`config.mk`:
```
export PLATFORM = sky130hd
export DESIGN_NAME = key_value_table_flat
export DESIGN_NICKNAME = d
export VERILOG_FILES = /design/src/design/kvt_pkg.sv /design/src/design/kvt_if.sv /design/src/design/key_value_table.sv /design/src/design/kvt_ram.sv /design/src/flat_wrapper.sv
export SDC_FILE = /design/constraint.sdc
export NUM_CORES = 1
export LEC_CHECK = 0
export ABC_CLOCK_PERIOD_IN_PS = 5100
export BUFFER_PORTS_ARGS = -buffer_cell sky130_fd_sc_hd__clkbuf_2
export CAP_MARGIN = 20
export CORE_MARGIN = 2
export CORE_UTILIZATION = 47
export CTS_BUF_LIST = sky130_fd_sc_hd__clkbuf_4
export CTS_CLUSTER_DIAMETER = 60
export DETAILED_ROUTE_END_ITERATION = 16
export GPL_TIMING_DRIVEN = 1
export PLACE_DENSITY = 0.62
export SLEW_MARGIN = 20
export SYNTH_ARGS = -nofsm -noshare
export SYNTH_HDL_FRONTEND = slang
export SYNTH_SLANG_ARGS = --single-unit
```
`constraint.sdc`:
```
create_clock -name clk_i -period 5.1 [get_ports clk_i]
set_input_delay 0.255 -clock clk_i [delete_from_list [all_inputs] [get_ports clk_i]]
set_output_delay 0.255 -clock clk_i [all_outputs]
set_load 0.01 [all_outputs]
```
`src/design/kvt_pkg.sv`:
```
package kvt_pkg;

  localparam int unsigned WordW = 32;

  typedef enum logic [1:0] {
    OP_INSERT    = 2'd0,
    OP_REMOVE    = 2'd1,
    OP_LOOKUP    = 2'd2,
    OP_OVERWRITE = 2'd3
  } op_e;

  typedef enum logic [1:0] {
    ST_OK        = 2'd0,
    ST_DUP       = 2'd1,
    ST_NOT_FOUND = 2'd2,
    ST_FULL      = 2'd3
  } status_e;

  typedef enum logic [2:0] {
    S_CLEAR,
    S_IDLE,
    S_SCAN,
    S_EXEC
  } state_e;

  typedef logic signed [WordW-1:0] word_t;

endpackage

```
`src/design/kvt_if.sv`:
```
interface kvt_req_if;
  logic              valid;
  logic              ready;
  logic [1:0]        opcode;
  logic signed [31:0] key;
  logic signed [31:0] value;

  modport source (output valid, output opcode, output key, output value, input ready);
  modport sink (input valid, input opcode, input key, input value, output ready);
endinterface

interface kvt_rsp_if;
  logic              valid;
  logic              ready;
  logic [1:0]        status;
  logic signed [31:0] read_value;

  modport source (output valid, output status, output read_value, input ready);
  modport sink (input valid, input status, input read_value, output ready);
endinterface

```
`src/design/key_value_table.sv`:
```
// key_value_table: associative table of unique 32-bit keys, one 32-bit value each.
// req_i (valid/ready) takes one beat per operation: opcode, key, value.
// rsp_o (valid/ready) returns one beat per operation: status and read_value.
// keys live in one ram with a valid bit beside each key, values in a second ram;
// both are read together at one address per cycle and written back at the end.
// the scan reads slot by slot and stops at a key match, so a miss, and any insert
// of a new key, reads every slot before rsp_o.valid rises. one operation is in the
// scan at a time: req_i.ready stays low until its result is registered.
// reset: the table starts empty. after rst_ni is released the key ram is swept
// slot by slot to clear its valid bits; req_i.ready stays low meanwhile.
// stall: a finished result waits in the output register; the next request is
// still taken and scanned, and its write-back and result wait until the
// receiver takes the pending beat.
module key_value_table #(
  parameter int unsigned ENTRIES = 16
) (
  input  logic clk_i,
  input  logic rst_ni,
  kvt_req_if.sink   req_i,
  kvt_rsp_if.source rsp_o
);

  import kvt_pkg::*;

  localparam int unsigned AW = (ENTRIES > 1) ? $clog2(ENTRIES) : 1;
  localparam int unsigned CW = $clog2(ENTRIES + 1);
  localparam logic [AW-1:0] LastIdx = AW'(ENTRIES - 1);
  localparam logic [CW-1:0] CntEnd = CW'(ENTRIES);

  state_e state_q, state_d;

  op_e          op_q, op_d;
  word_t        key_q, key_d;
  word_t        val_q, val_d;
  logic [CW-1:0] cnt_q, cnt_d;
  logic         chk_vld_q, chk_vld_d;
  logic [AW-1:0] chk_idx_q, chk_idx_d;
  logic         found_q, found_d;
  logic [AW-1:0] hit_idx_q, hit_idx_d;
  word_t        hit_val_q, hit_val_d;
  logic         free_ok_q, free_ok_d;
  logic [AW-1:0] free_idx_q, free_idx_d;
  logic         out_vld_q, out_vld_d;
  status_e      out_status_q, out_status_d;
  word_t        out_rv_q, out_rv_d;

  // ram ports
  logic          key_we, val_we, rd_en;
  logic [AW-1:0] key_waddr, val_waddr, rd_addr;
  logic [WordW:0] key_wdata, key_rd;
  word_t         val_rd;

  logic    req_fire, fire, hit, free_seen, scan_last, ins_ok;
  status_e status_c;

  assign req_fire  = req_i.valid && req_i.ready;
  assign fire      = (state_q == S_EXEC) && (!out_vld_q || rsp_o.ready);
  assign hit       = chk_vld_q && key_rd[WordW] && (key_rd[WordW-1:0] == key_q);
  assign free_seen = chk_vld_q && !key_rd[WordW];
  assign scan_last = chk_vld_q && (chk_idx_q == LastIdx);
  assign ins_ok    = (op_q == OP_INSERT) && !found_q && free_ok_q;

  always_comb begin
    case (op_q)
      OP_INSERT: begin
        if (found_q) begin
          status_c = ST_DUP;
        end else if (!free_ok_q) begin
          status_c = ST_FULL;
        end else begin
          status_c = ST_OK;
        end
      end
      default: status_c = found_q ? ST_OK : ST_NOT_FOUND;
    endcase
  end

  // next state
  always_comb begin
    state_d = state_q;
    case (state_q)
      S_CLEAR: begin
        if (cnt_q[AW-1:0] == LastIdx) begin
          state_d = S_IDLE;
        end
      end
      S_IDLE: begin
        if (req_fire) begin
          state_d = S_SCAN;
        end
      end
      S_SCAN: begin
        if (hit || scan_last) begin
          state_d = S_EXEC;
        end
      end
      S_EXEC: begin
        if (fire) begin
          state_d = S_IDLE;
        end
      end
      default: state_d = S_CLEAR;
    endcase
  end

  // state outputs: handshake and ram control
  always_comb begin
    req_i.ready = 1'b0;
    rd_en       = 1'b0;
    rd_addr     = cnt_q[AW-1:0];
    key_we      = 1'b0;
    key_waddr   = cnt_q[AW-1:0];
    key_wdata   = '0;
    val_we      = 1'b0;
    val_waddr   = (op_q == OP_INSERT) ? free_idx_q : hit_idx_q;
    case (state_q)
      S_CLEAR: begin
        key_we = 1'b1;
      end
      S_IDLE: begin
        req_i.ready = 1'b1;
      end
      S_SCAN: begin
        rd_en = (cnt_q < CntEnd);
      end
      S_EXEC: begin
        key_waddr = (op_q == OP_INSERT) ? free_idx_q : hit_idx_q;
        key_wdata = {ins_ok, key_q};
        key_we    = fire && (ins_ok || ((op_q == OP_REMOVE) && found_q));
        val_we    = fire && (ins_ok || ((op_q == OP_OVERWRITE) && found_q));
      end
      default: ;
    endcase
  end

  // datapath
  always_comb begin
    op_d         = op_q;
    key_d        = key_q;
    val_d        = val_q;
    cnt_d        = cnt_q;
    chk_vld_d    = 1'b0;
    chk_idx_d    = chk_idx_q;
    found_d      = found_q;
    hit_idx_d    = hit_idx_q;
    hit_val_d    = hit_val_q;
    free_ok_d    = free_ok_q;
    free_idx_d   = free_idx_q;
    out_vld_d    = out_vld_q && !rsp_o.ready;
    out_status_d = out_status_q;
    out_rv_d     = out_rv_q;
    case (state_q)
      S_CLEAR: begin
        cnt_d = cnt_q + 1'b1;
      end
      S_IDLE: begin
        if (req_fire) begin
          op_d      = op_e'(req_i.opcode);
          key_d     = req_i.key;
          val_d     = req_i.value;
          cnt_d     = '0;
          found_d   = 1'b0;
          free_ok_d = 1'b0;
        end
      end
      S_SCAN: begin
        if (rd_en) begin
          cnt_d     = cnt_q + 1'b1;
          chk_vld_d = 1'b1;
          chk_idx_d = cnt_q[AW-1:0];
        end
        if (hit) begin
          found_d   = 1'b1;
          hit_idx_d = chk_idx_q;
          hit_val_d = val_rd;
          chk_vld_d = 1'b0;
        end
        // lowest free slot wins
        if (free_seen && !free_ok_q) begin
          free_ok_d  = 1'b1;
          free_idx_d = chk_idx_q;
        end
      end
      S_EXEC: begin
        if (fire) begin
          out_vld_d    = 1'b1;
          out_status_d = status_c;
          out_rv_d     = ((op_q == OP_LOOKUP) && found_q) ? hit_val_q : '0;
        end
      end
      default: ;
    endcase
  end

  always_ff @(posedge clk_i or negedge rst_ni) begin
    if (!rst_ni) begin
      state_q   <= S_CLEAR;
      cnt_q     <= '0;
      chk_vld_q <= 1'b0;
      found_q   <= 1'b0;
      free_ok_q <= 1'b0;
      out_vld_q <= 1'b0;
    end else begin
      state_q   <= state_d;
      cnt_q     <= cnt_d;
      chk_vld_q <= chk_vld_d;
      found_q   <= found_d;
      free_ok_q <= free_ok_d;
      out_vld_q <= out_vld_d;
    end
  end

  always_ff @(posedge clk_i) begin
    op_q         <= op_d;
    key_q        <= key_d;
    val_q        <= val_d;
    chk_idx_q    <= chk_idx_d;
    hit_idx_q    <= hit_idx_d;
    hit_val_q    <= hit_val_d;
    free_idx_q   <= free_idx_d;
    out_status_q <= out_status_d;
    out_rv_q     <= out_rv_d;
  end

  kvt_ram #(
    .WIDTH(WordW + 1),
    .DEPTH(ENTRIES)
  ) u_key_ram (
    .clk_i    (clk_i),
    .wr_en_i  (key_we),
    .wr_addr_i(key_waddr),
    .wr_data_i(key_wdata),
    .rd_en_i  (rd_en),
    .rd_addr_i(rd_addr),
    .rd_data_o(key_rd)
  );

  kvt_ram #(
    .WIDTH(WordW),
    .DEPTH(ENTRIES)
  ) u_val_ram (
    .clk_i    (clk_i),
    .wr_en_i  (val_we),
    .wr_addr_i(val_waddr),
    .wr_data_i(val_q),
    .rd_en_i  (rd_en),
    .rd_addr_i(rd_addr),
    .rd_data_o(val_rd)
  );

  assign rsp_o.valid      = out_vld_q;
  assign rsp_o.status     = out_status_q;
  assign rsp_o.read_value = out_rv_q;

endmodule

```
`src/design/kvt_ram.sv`:
```
module kvt_ram #(
  parameter int unsigned WIDTH = 32,
  parameter int unsigned DEPTH = 16
) (
  input  logic                                      clk_i,
  input  logic                                      wr_en_i,
  input  logic [((DEPTH > 1) ? $clog2(DEPTH) : 1)-1:0] wr_addr_i,
  input  logic [WIDTH-1:0]                          wr_data_i,
  input  logic                                      rd_en_i,
  input  logic [((DEPTH > 1) ? $clog2(DEPTH) : 1)-1:0] rd_addr_i,
  output logic [WIDTH-1:0]                          rd_data_o
);

  logic [WIDTH-1:0] mem_q [DEPTH];
  logic [WIDTH-1:0] rd_data_q;

  always_ff @(posedge clk_i) begin
    if (wr_en_i) begin
      mem_q[wr_addr_i] <= wr_data_i;
    end
    if (rd_en_i) begin
      rd_data_q <= mem_q[rd_addr_i];
    end
  end

  assign rd_data_o = rd_data_q;

endmodule

```
`src/flat_wrapper.sv`:
```
// flat-port wrapper written by rule: the top's interface ports become plain ports
module key_value_table_flat import kvt_pkg::*;
#(
  parameter int unsigned ENTRIES = 16
)
  (clk_i, rst_ni, req_i_valid, req_i_opcode, req_i_key, req_i_value, req_i_ready, rsp_o_valid, rsp_o_status, rsp_o_read_value, rsp_o_ready);
  kvt_req_if req_i_i ();
  kvt_rsp_if rsp_o_i ();
  input  logic clk_i;
  input  logic rst_ni;
  input wire logic [$bits(req_i_i.valid)-1:0] req_i_valid;
  input wire logic [$bits(req_i_i.opcode)-1:0] req_i_opcode;
  input wire logic [$bits(req_i_i.key)-1:0] req_i_key;
  input wire logic [$bits(req_i_i.value)-1:0] req_i_value;
  output wire logic [$bits(req_i_i.ready)-1:0] req_i_ready;
  output wire logic [$bits(rsp_o_i.valid)-1:0] rsp_o_valid;
  output wire logic [$bits(rsp_o_i.status)-1:0] rsp_o_status;
  output wire logic [$bits(rsp_o_i.read_value)-1:0] rsp_o_read_value;
  input wire logic [$bits(rsp_o_i.ready)-1:0] rsp_o_ready;
  assign req_i_i.valid = req_i_valid;
  assign req_i_i.opcode = req_i_opcode;
  assign req_i_i.key = req_i_key;
  assign req_i_i.value = req_i_value;
  assign req_i_ready = req_i_i.ready;
  assign rsp_o_valid = rsp_o_i.valid;
  assign rsp_o_status = rsp_o_i.status;
  assign rsp_o_read_value = rsp_o_i.read_value;
  assign rsp_o_i.ready = rsp_o_ready;
  key_value_table #(.ENTRIES(ENTRIES)) u_core (.clk_i(clk_i), .rst_ni(rst_ni), .req_i(req_i_i), .rsp_o(rsp_o_i));
endmodule
```
-- Word level (Yosys, flattened, before mapping)
Memory sizes are Yosys's and may differ from the RTL's. A register that Yosys moved wholly into a read port is not among the register bits.
Index checks and enable logic that the tools add are counted.
Widths: inputs -> output; s select.
- input bits: 70
- bits in writable memories: 1040
- output and inout port bits: 36
- memories kept: 2
- register bits after elaboration: 156
- $add $sub $neg: 1
- equality and inequality tests: 16
- magnitude comparators: 1
- multiplexer cells: 33
- reductions and logical operators: 37
- memories (name ; words ; bits a word ; rd ports ; clocked after memory_dff ; wr ports ; RTL line ; source):
    u_core.u_key_ram.mem_q ; 16 ; 33 ; 1 ; 1 ; 1 ; kvt_ram.sv:14 ; logic [WIDTH-1:0] mem_q [DEPTH];
    u_core.u_val_ram.mem_q ; 16 ; 32 ; 1 ; 1 ; 1 ; kvt_ram.sv:14 ;
- operators by type and width (operator ; number):
    $mux 33 ; 1
    $eq 32x32->1 ; 1
    $logic_and 1x1->1 ; 15
    $mux 1 ; 15
    $pmux 5 s3 ; 1
    $ne 2x1->1 const B ; 7
    $mux 3 ; 4
    $pmux 3 s4 ; 1
    $mux 5 ; 2
    $reduce_and 2->1 ; 5
    $reduce_and 3->1 ; 3
    $eq 4x4->1 const B ; 2
    $mux 2 ; 4
    $mux 4 ; 2
    $eq 3x2->1 const B ; 2
    $pmux 1 s2 ; 3
    $add 5x1->5 const B ; 1
    $logic_not 1->1 ; 5
    $lt 5x5->1 const B ; 1
    $eq 2x2->1 const B ; 2
    $logic_or 1x1->1 ; 4
    $reduce_and 4->1 ; 1
    $eq 3x1->1 const B ; 1
    $logic_not 3->1 ; 1
    other kinds (4) ; 4

-- Longest topological paths before layout
Gate-level depths: netlist of the first run.
- depth after elaboration: 8
- mapped depth: 7

-- Cells and area by module
From an unflattened synthesis of the first run, not the netlist that was laid out.
- cell total of the unflattened synthesis: 2075
- area total of the unflattened synthesis: 47205.3 um^2
- modules (own cells, without submodules) (module ; cells an instance ; times used ; area each (um^2)):
    kvt_ram (u_core.u_key_ram) ; 864 ; 1 ; 20961.4
    kvt_ram (u_core.u_val_ram) ; 838 ; 1 ; 20174.3
    key_value_table ; 373 ; 1 ; 6069.6

-- Least setup slack after synthesis of the first run
No wires, ideal clock.
- path type: register to register
- from: register u_core.state_q[0]
- to: memory u_core.u_val_ram.mem_q[16][0] (netlist: u_core.u_val_ram.mem_q[8][0]) (enable)
- arrival time: 4.248 ns
- data required time: 4.679 ns
- library setup time: 0.421 ns
- path slack: 0.431 ns
- stages on the path, launching flop included: 8
- clock period less this slack: 4.669 ns
- cells stage by stage: dfrtp_1 -> ha_1 -> clkbuf_1 -> inv_1 -> nor2_1 -> o211a_1 -> nand2_1 -> nor2_1
- longest elaborated chain between the ends: 6
- RTL lines (element ; RTL line ; source):
    from (decl) ; key_value_table.sv:30 ; state_e state_q, state_d;
    from (signal assigned) ; key_value_table.sv:204 ; state_q <= state_d;
    $eq 3x2->1 * ; key_value_table.sv:57, key_value_table.sv:116 ;
    $logic_and 1x1->1 ; key_value_table.sv:57 ; assign fire = (state_q == S_EXEC) && (!out_vld_q || rsp_o.ready);
    $logic_and 1x1->1 ; key_value_table.sv:130 ; val_we = fire && (ins_ok || ((op_q == OP_OVERWRITE) && found_q));
    $mux 1 * ; key_value_table.sv:116 ; case (state_q)
    $mux 1 * ; kvt_ram.sv:18 ; if (wr_en_i) begin
    $mux 1 (not written as such) * ; kvt_ram.sv:19 ; mem_q[wr_addr_i] <= wr_data_i;
    to (decl) ; kvt_ram.sv:14 ;
Every way passes the cells marked *; elsewhere a longest branch is shown, timed or not.

-- Worst setup path after layout of the first run
- from: register u_core.op_q[1]
- to: memory u_core.u_key_ram.mem_q[6][21] in the netlist's numbering (enable)
- longest elaborated chain between the ends: 8
- elaborated cells between the ends (all ways): 12
- those cells by class: eq/ne: 1; mux: 5; reduce/logical: 6
- RTL lines (element ; RTL line ; source):
    from (decl) ; key_value_table.sv:32 ; op_e op_q, op_d;
    from (signal assigned) ; key_value_table.sv:214 ; op_q <= op_d;
    $logic_not 2->1 ; key_value_table.sv:61, key_value_table.sv:127 ;
    $logic_and 1x1->1 (2 in series) ; key_value_table.sv:61 ; assign ins_ok = (op_q == OP_INSERT) && !found_q && free_ok_q;
    $logic_or 1x1->1 ; key_value_table.sv:129 ; key_we = fire && (ins_ok || ((op_q == OP_REMOVE) && found_q));
    $logic_and 1x1->1 ; key_value_table.sv:129 ;
    $pmux 1 s2 ; key_value_table.sv:116 ;
    $mux 1 ; kvt_ram.sv:18 ;
    $mux 1 (not written as such) ; kvt_ram.sv:19 ;
    to (decl) ; kvt_ram.sv:14 ;
Parallel ways exist; a longest one is shown, timed or not.

==> results.md, run 1 <==
* Mapped Nets at 2,015
* Worst r2r path cells at 6
* Pre-CTS WS at between 1.5 and 2 ns
* Yosys cell types at 48
* Post-Syn Instances at approximately 1,900
* Core area at ~100,000 um^2
* CTS root buffer: clkbuf_4
* Via count at about 22,000
* Leak at about 18 nW
* EDFF count, synth at about 1,200
* Gpl congestion at about 0.80
* Top delay family on crit path: simple AND/OR/NAND/NOR gates
* Die Wd at ~320 um
* Initial antenna violation count at 3
* Startpoint types: flop
* Arr. time, crit path at between 4 and 5 ns
* WP buf/inv at 1
* Post-Route Setup TNS at 0 ns
* Setup slack, reg-to-reg at approximately 1.6 ns
* Critical-path maximum fanout at 20
* PD cells at between 500 and 600 nW/um^2
* Final max-slew violation count at 0
* Seq/Total Area, Yosys at between 80% and 90%
* Cell Chain, Critical Path: nor2_1, mux2i_1, a21oi_1, nand2b_1, nor2_4, buf_4
* CP endpoint kind: flop
* Critical Path Max Stage Delay at between 0.7 and 0.8 ns
* Routed wire length at 104 mm
* Nets at around 2,600
* Row count at approximately 120
* CTS sink count at ~1,300
* Syn Std Cell Area at 47,200 um^2
* Final Skew at 0.104 ns
* Gr usage total at between 20 and 25%
* Number of remaining DRC errors at 0
* Clock buffer count from CTS at 330
* RSZ-0062 raised after global routing: false
* Slowest-stage cell, CP: nor2_4
* Top FF cell, synth: edfxtp_1
* HP Class: input port to flop
* Skew-Pair Late Insertion Delay at 1.15 ns
* Clock tree from TritonCTS: done
* Share of cells above drive strength 1 at around 37%
* Final Setup Violations at 0
* Period utilization at approximately two thirds
* Post-CTS resize count at 0
* Hold Path Cell Cnt at 4
* Pin count of the biggest net entering global routing at 130
* Crit path depth at 6
* Initial Util at 47.3%
* Slew @ Worst Pin at 1.11 ns
* Required time of the critical path at 5.84 ns
* Post-detail-place hpwl at 56.5 mm
* Num ports at about 110
* Synth Register Bits at 1,260
* Crit Path Category: flop to flop
* Via-to-Cell Ratio at about 5.6
* CTS Buffer Depth at 4
* Slew HR at 26.0%
* Wire length per cell at 26.2 um
* Die area at between 100,000 and 150,000 um^2
* Clock-pin transition on the worst setup and hold timing paths at 0.06 ns
* Yosys warns at 0
* ANT nets after route at 0
* Max IR drop VDD at just under 700 uV
* Avg Synthesized Cell Area at between 20 and 25 um^2
* Iter 0 DRT Violations at around 2,200
* Port Buf Inserts at approximately 110
* Ys async rst share at 0.873%
* Final WS setup at between 1.5 and 2 ns
* Overflow after GRT at 0
* Peak Freq at approximately 290 MHz
* Outcome: finished, final reports clean
* Max_cap viols at 0
* H-tree levels at 5
* Global-route wire length before repair at approximately 150 mm
* Hold slack at approximately 0.21 ns
* Number of iterations in the first detailed-routing pass at 5
* Die H at 321 um
* Vias in the first global route at around 24,000
* Layout area overhead at 16.5%
* Final Hold Viols at 0
* Crit path time final at between 3 and 4 ns
## per-stage QoR
step / power, mW / std cells / area [um^2] / utilization (%)
floorplan: 17.9 / 1938 / 47200 / -
global placement: 19.7 / 3303 / 49700 / 49.7
detailed placement: 19.9 / 3309 / 49800 / 49.9
CTS: 28.1 / 3963 / 54900 / 55.0
global route: 29.1 / 3973 / 55000 / 55.1
finish: 27.7 / 3973 / 55000 / 55.1
## worst paths after layout
check	to	from
max	u_core.u_key_ram.mem_q[6][21]	u_core.op_q[1]
min	u_core.rsp_o.valid	rsp_o_ready
max reg2reg	u_core.u_key_ram.mem_q[6][21]	u_core.op_q[1]
min reg2reg	u_core.hit_val_q[14]	u_core.u_val_ram.rd_data_o[14]
max in group asynchronous	u_core.cnt_q[0]	rst_ni
min in group asynchronous	u_core.found_q	rst_ni
## per-layer routing
layer | up-vias | track usage, % | share of wire, %
met5 | - | 0 | 0.013
met2 | 819 | 34.0 | 51
li1 | 9520 | - | -
met4 | 2 | 7.18 | 2.0
met1 | 11800 | 27.9 | 41
met3 | 170 | 3.90 | 5.8
## placed cells by master, fill, tap and decap left out, drive strengths merged, types with 8 or more instances in the layout
cell type,synthesis,final
edfxtp,1249,1249
clkbuf,48,560
mux4,325,325
dlygate4sd3,0,136
and2,68,68
buf,36,54
clkinv,0,53
nor2,46,46
xor2,30,30
nand2,22,22
nor4,14,14
dfrtp,11,11
inv,5,10
diode,0,8
nand2b,8,8
## registers in the layout, indices dropped and copies added (netlist names), 2 cells and up
name / count
u_core.free_idx_q: 4
u_core.hit_val_q: 32
u_core.hit_idx_q: 4
u_core.rsp_o.read_value: 32
u_core.op_q: 2
u_core.u_val_ram.rd_data_o: 32
u_core.val_q: 32
u_core.chk_idx_q: 4
u_core.rsp_o.status: 2
u_core.key_q: 32
u_core.cnt_q: 5
u_core.state_q: 2
u_core.u_val_ram.mem_q: 512
u_core.u_key_ram.mem_q: 528
u_core.u_key_ram.rd_data_o: 33
## final cells by class
| type | instances | area (um^2) |
|---|---|---|
| Timing Repair Buffer | 295 | 2520 |
| Fill cell | 7609 | 44800 |
| Multi-Input combinational cell | 589 | 9260 |
| Tap cell | 1298 | 1620 |
| Inverter | 5 | 18.8 |
| Antenna cell | 8 | 20.0 |
| Sequential cell | 1260 | 37800 |
| Clock buffer | 455 | 3420 |
| Clock inverter | 63 | 349 |
## synthesized netlist by cell type (2+ instances only)
cell / instances / area [um^2]
nor3b_1: 2 / 15.0
o21ai_1: 2 / 10.0
nand3_1: 4 / 20.0
edfxtp_1: 1249 / 37500
buf_1: 5 / 18.8
dfrtp_1: 11 / 275
nand2_1: 22 / 82.6
nor4_1: 14 / 87.6
or2_2: 2 / 12.5
a21oi_1: 7 / 35.0
clkbuf_1: 48 / 180
and2_1: 68 / 425
nor3_1: 5 / 25.0
nor4bb_1: 2 / 20.0
nor2_1: 46 / 173
and3_1: 2 / 12.5
inv_1: 5 / 18.8
nand4_1: 4 / 25.0
o221a_1: 2 / 22.5
nor2b_1: 4 / 25.0
nand2b_1: 8 / 50.1
xor2_1: 30 / 263
o21a_1: 2 / 15.0
o211ai_1: 4 / 30.0
o22a_1: 2 / 17.5
buf_6: 9 / 101
xnor2_1: 2 / 17.5
or2_1: 3 / 18.8
mux2i_1: 3 / 30.0
ha_1: 7 / 87.6
mux2_2: 2 / 22.5
mux4_2: 325 / 7320
buf_2: 22 / 110
## worst reg2reg max path: stages (launching register included)
cell and delay (ns):
edfxtp_1 0.51, nor2_1 0.45, mux2i_1 0.43, a21oi_1 0.18, nand2b_1 0.37, nor2_4 0.75
buf_4 0.42
## what timing repair did
item	CTS	global route
hold endpoints to repair	101	0
endpoints found under the setup margin	0	0
hold buffers	136	0
buffers inserted	0	0
## report_power, final
group	switching, mW	internal (mW)	leakage (nW)
logic	3.29	3.03	4.05
clock network	3.82	4.27	2.26
registers	0.578	12.8	11.5
total	7.69	20.1	17.8
## kinds of logic after synthesis
group	after synthesis	share of synthesized area, %
flip-flops	1260	80.0
multiplexers	331	15.6
AND/OR/NAND/NOR	190	2.17
buffers and inverters	89	0.909
XOR/XNOR	32	0.594
AO/OA/AOI/OAI	29	0.469
adder cells (fa/ha/maj)	7	0.186
(Power assumes the default switching activity.)
==> inputs of run 2 (changes only) <==
--- a/config.mk
+++ b/config.mk
@@ -5,7 +5,7 @@
 export SDC_FILE = /design/constraint.sdc
 export NUM_CORES = 1
 export LEC_CHECK = 0
-export ABC_CLOCK_PERIOD_IN_PS = 5100
+export ABC_CLOCK_PERIOD_IN_PS = 3200
 export BUFFER_PORTS_ARGS = -buffer_cell sky130_fd_sc_hd__clkbuf_2
 export CAP_MARGIN = 20
 export CORE_MARGIN = 2
@@ -14,7 +14,7 @@
 export CTS_CLUSTER_DIAMETER = 60
 export DETAILED_ROUTE_END_ITERATION = 16
 export GPL_TIMING_DRIVEN = 1
-export PLACE_DENSITY = 0.62
+export PLACE_DENSITY = 0.64
 export SLEW_MARGIN = 20
 export SYNTH_ARGS = -nofsm -noshare
 export SYNTH_HDL_FRONTEND = slang
==> constraint.sdc (replaced) <==
create_clock -name clk_i -period 3.2 [get_ports clk_i]
set_input_delay 0.16 -clock clk_i [delete_from_list [all_inputs] [get_ports clk_i]]
set_output_delay 0.16 -clock clk_i [all_outputs]
set_load 0.01 [all_outputs]
==> run 2 against run 1 <==
Worst hold slack got worse by 0.067 ns. Setup slack got worse by 1.4 ns. Register-to-register slack lost 1.4 ns. Count of clock-buffer cells in the layout rose by 15. Sequential share of layout area fell by 0.78 points. Total power is 61% higher. Clock power is 61% higher. Clock skew up 0.039 ns. Wire length fell by 2.8%. Critical path type unchanged. Utilization up 0.63 points. Via count increased by 0.66%. Global-route usage is 0.62 points lower. Largest power group unchanged.
==> results.md, run 2 (synthesis results as in run 1) <==
* Outcome: finished, final reports clean
* Via count at roughly 22,000
* Biggest register: u_core.u_key_ram.mem_q
* Routed wire length at ~100 mm
* CP endpoint kind: flop
* Required time of the critical path at ~4 ns
* Critical Path Max Stage Delay at just over 0.5 ns
* Slowest-stage cell, CP: edfxtp_1
* Nets at 2,585
* Slew HR at 40.6%
* Final WS setup at between 0.2 and 0.25 ns
* Peak Freq at around 330 MHz
* Commonest non-fill, non-tap cell in the layout: edfxtp_1
* Global-route wire length before repair at roughly 150 mm
* CTS root buffer: clkbuf_4
* Slew @ Worst Pin at approximately 0.9 ns
* CTS sink count at ~1,300
* Final Core Density at 55.7%
* Gr usage total at between 20% and 30%
* Max IR drop VDD at 594 uV
* Clock buffer count from CTS at 330
* Final Non-Filler Cells at a little over 4,000
* Core area at 99,900 um^2
* Hold slack at 0.141 ns
* RSZ-0062 raised after global routing: false
* Worst r2r path cells at 6
* Placed Instances at between 3,000 and 4,000
* Arr. time, crit path at 3.75 ns
* Most frequent cells in the layout: edfxtp_1 (1,249), clkbuf_4 (470), mux4_2 (325), dlygate4sd3_1 (137), clkbuf_2 (105)
* Max reg flops at ~530
* Die area at 103,000 um^2
* Row count at ~120
* Final max-slew violation count at 0
* Port Buf Inserts at 105
* Multi-input logic area at 9260 um^2
* Skew-Pair Late Insertion Delay at between 1 and 1.5 ns
* Max_cap viols at 0
* HP Class: input port to asynchronous set/reset pin
* Initial Util at around 47%
* DP Area at about 50,000 um^2
* Die Wd at ~320 um
* Via-to-Cell Ratio at 5.57
* Filler cells at between 7,000 and 8,000
* Critical-path maximum fanout at 25
* Crit path time final at approximately 3 ns
* Clock tree from TritonCTS: done
* H-tree levels at 5
* Share of cells above drive strength 1 at 38.7%
* CTS Buffer Depth at 4
* Cell Chain, Critical Path: or3b_1, a2111oi_2, o211ai_1, or2_1, nor2_4, buf_12
* Top delay family on crit path: simple AND/OR/NAND/NOR gates
* Pin count of the biggest net entering global routing at 97
* Period utilization at roughly 93%
* Final Setup Violations at 0
* Leak at 18.1 nW
* Startpoint types: flop
* PD cells at between 800 and 900 nW/um^2
* Overflow after GRT at 0
* Final Hold Viols at 0
* Number of iterations in the first detailed-routing pass at 7
* Finished Cell Area at between 50,000 and 60,000 um^2
* ANT nets after route at 0
* Initial antenna violation count at 5
* Setup slack, reg-to-reg at 0.21 ns
* Vias in the first global route at approximately 24,000
* Clock-pin transition on the worst setup and hold timing paths at roughly 0.07 ns
* Gpl congestion at approximately 0.81
* Num ports at about 110
* Iter 0 DRT Violations at between 2,000 and 2,500
* Pre-CTS WS at between 0.2 and 0.25 ns
* FF+latch area at about 38,000 um^2
* Layout area overhead at 17.9%
* Wire length per cell at between 20 and 30 um
* WP buf/inv at 1
* Crit Path Category: flop to flop
* R2R Path Start: u_core.op_q[0]
* Die H at between 300 and 400 um
* Post-detail-place hpwl at ~60 mm
* Setup repair bufs after CTS at 0
* Final Skew at roughly 0.14 ns
* Number of remaining DRC errors at 0
* Reg-to-Reg End: u_core.u_key_ram.mem_q[6][19]
==> run 2: cell count changes in the layout (fill, tap and decap cells not counted), moves of 3 or more <==
cell / delta
buf_12: +32
buf_16: -6
clkbuf_4: +15
clkinv_2: +10
clkinv_4: +3
diode_2: -3
==> run 2: per-layer routing <==
layer | up-vias | wire length (um) | part of all wire (%) | global-route usage (%)
li1 | 9594 | - | - | -
met1 | 11700 | 42500 | 42 | 27.9
met2 | 936 | 48800 | 48 | 30.9
met3 | 170 | 7250 | 7.2 | 4.94
met4 | 4 | 2420 | 2.4 | 7.66
met5 | - | 23 | 0.023 | 0
==> run 2: worst max-delay path by stage <==
stage	startpoint	end	slack [ns]	cells past startpoint
floorplan	u_core.state_q[0]	u_core.u_val_ram.mem_q[0][0]	-0.50	7
global placement	u_core.op_q[1]	u_core.u_key_ram.mem_q[14][6]	0.36	6
detailed placement	u_core.op_q[1]	u_core.u_key_ram.mem_q[14][6]	0.23	6
CTS	u_core.op_q[0]	u_core.u_key_ram.mem_q[14][1]	0.11	6
global route	u_core.op_q[0]	u_core.u_key_ram.mem_q[6][19]	0.02	6
finish	u_core.op_q[0]	u_core.u_key_ram.mem_q[6][19]	0.21	6
==> run 2: where the power goes <==
group	leakage, nW	internal [mW]	switching [mW]
Sequential	11.5	20.3	0.716
Combinational	4.25	5.07	5.68
Clock	2.36	6.95	6.06
==> run 2: layout make-up <==
type                    count  area share [%]
repair buffers            322            5.41
diodes                      5          0.0225
clock buffers             470            6.34
flip-flops and latches   1260            67.9
multi-input cells         589            16.6
clock inverters            73           0.690
well taps                1298            2.92
inverters                   5          0.0337
==> run 2: what timing repair did <==
action,CTS,global route
gates resized for setup,0,1
hold buffers,137,0
endpoints found under the hold margin,128,0
endpoints found under the setup margin,0,50
==> run 2: metrics by stage <==
step / total power [mW] / setup TNS, ns
3_5_place_dp: 32.2 / 0
4_1_cts: 45.4 / 0
3_3_place_gp: 31.9 / 0
6_report: 44.8 / 0
2_1_floorplan: 28.6 / -112.96
5_1_grt: 46.9 / 0
==> run 2: tightest hold or removal path, stage by stage <==
cell	delay, ns
dlygate4sd3_1	0.59
clkbuf_2	0.14
dlygate4sd3_1	0.94
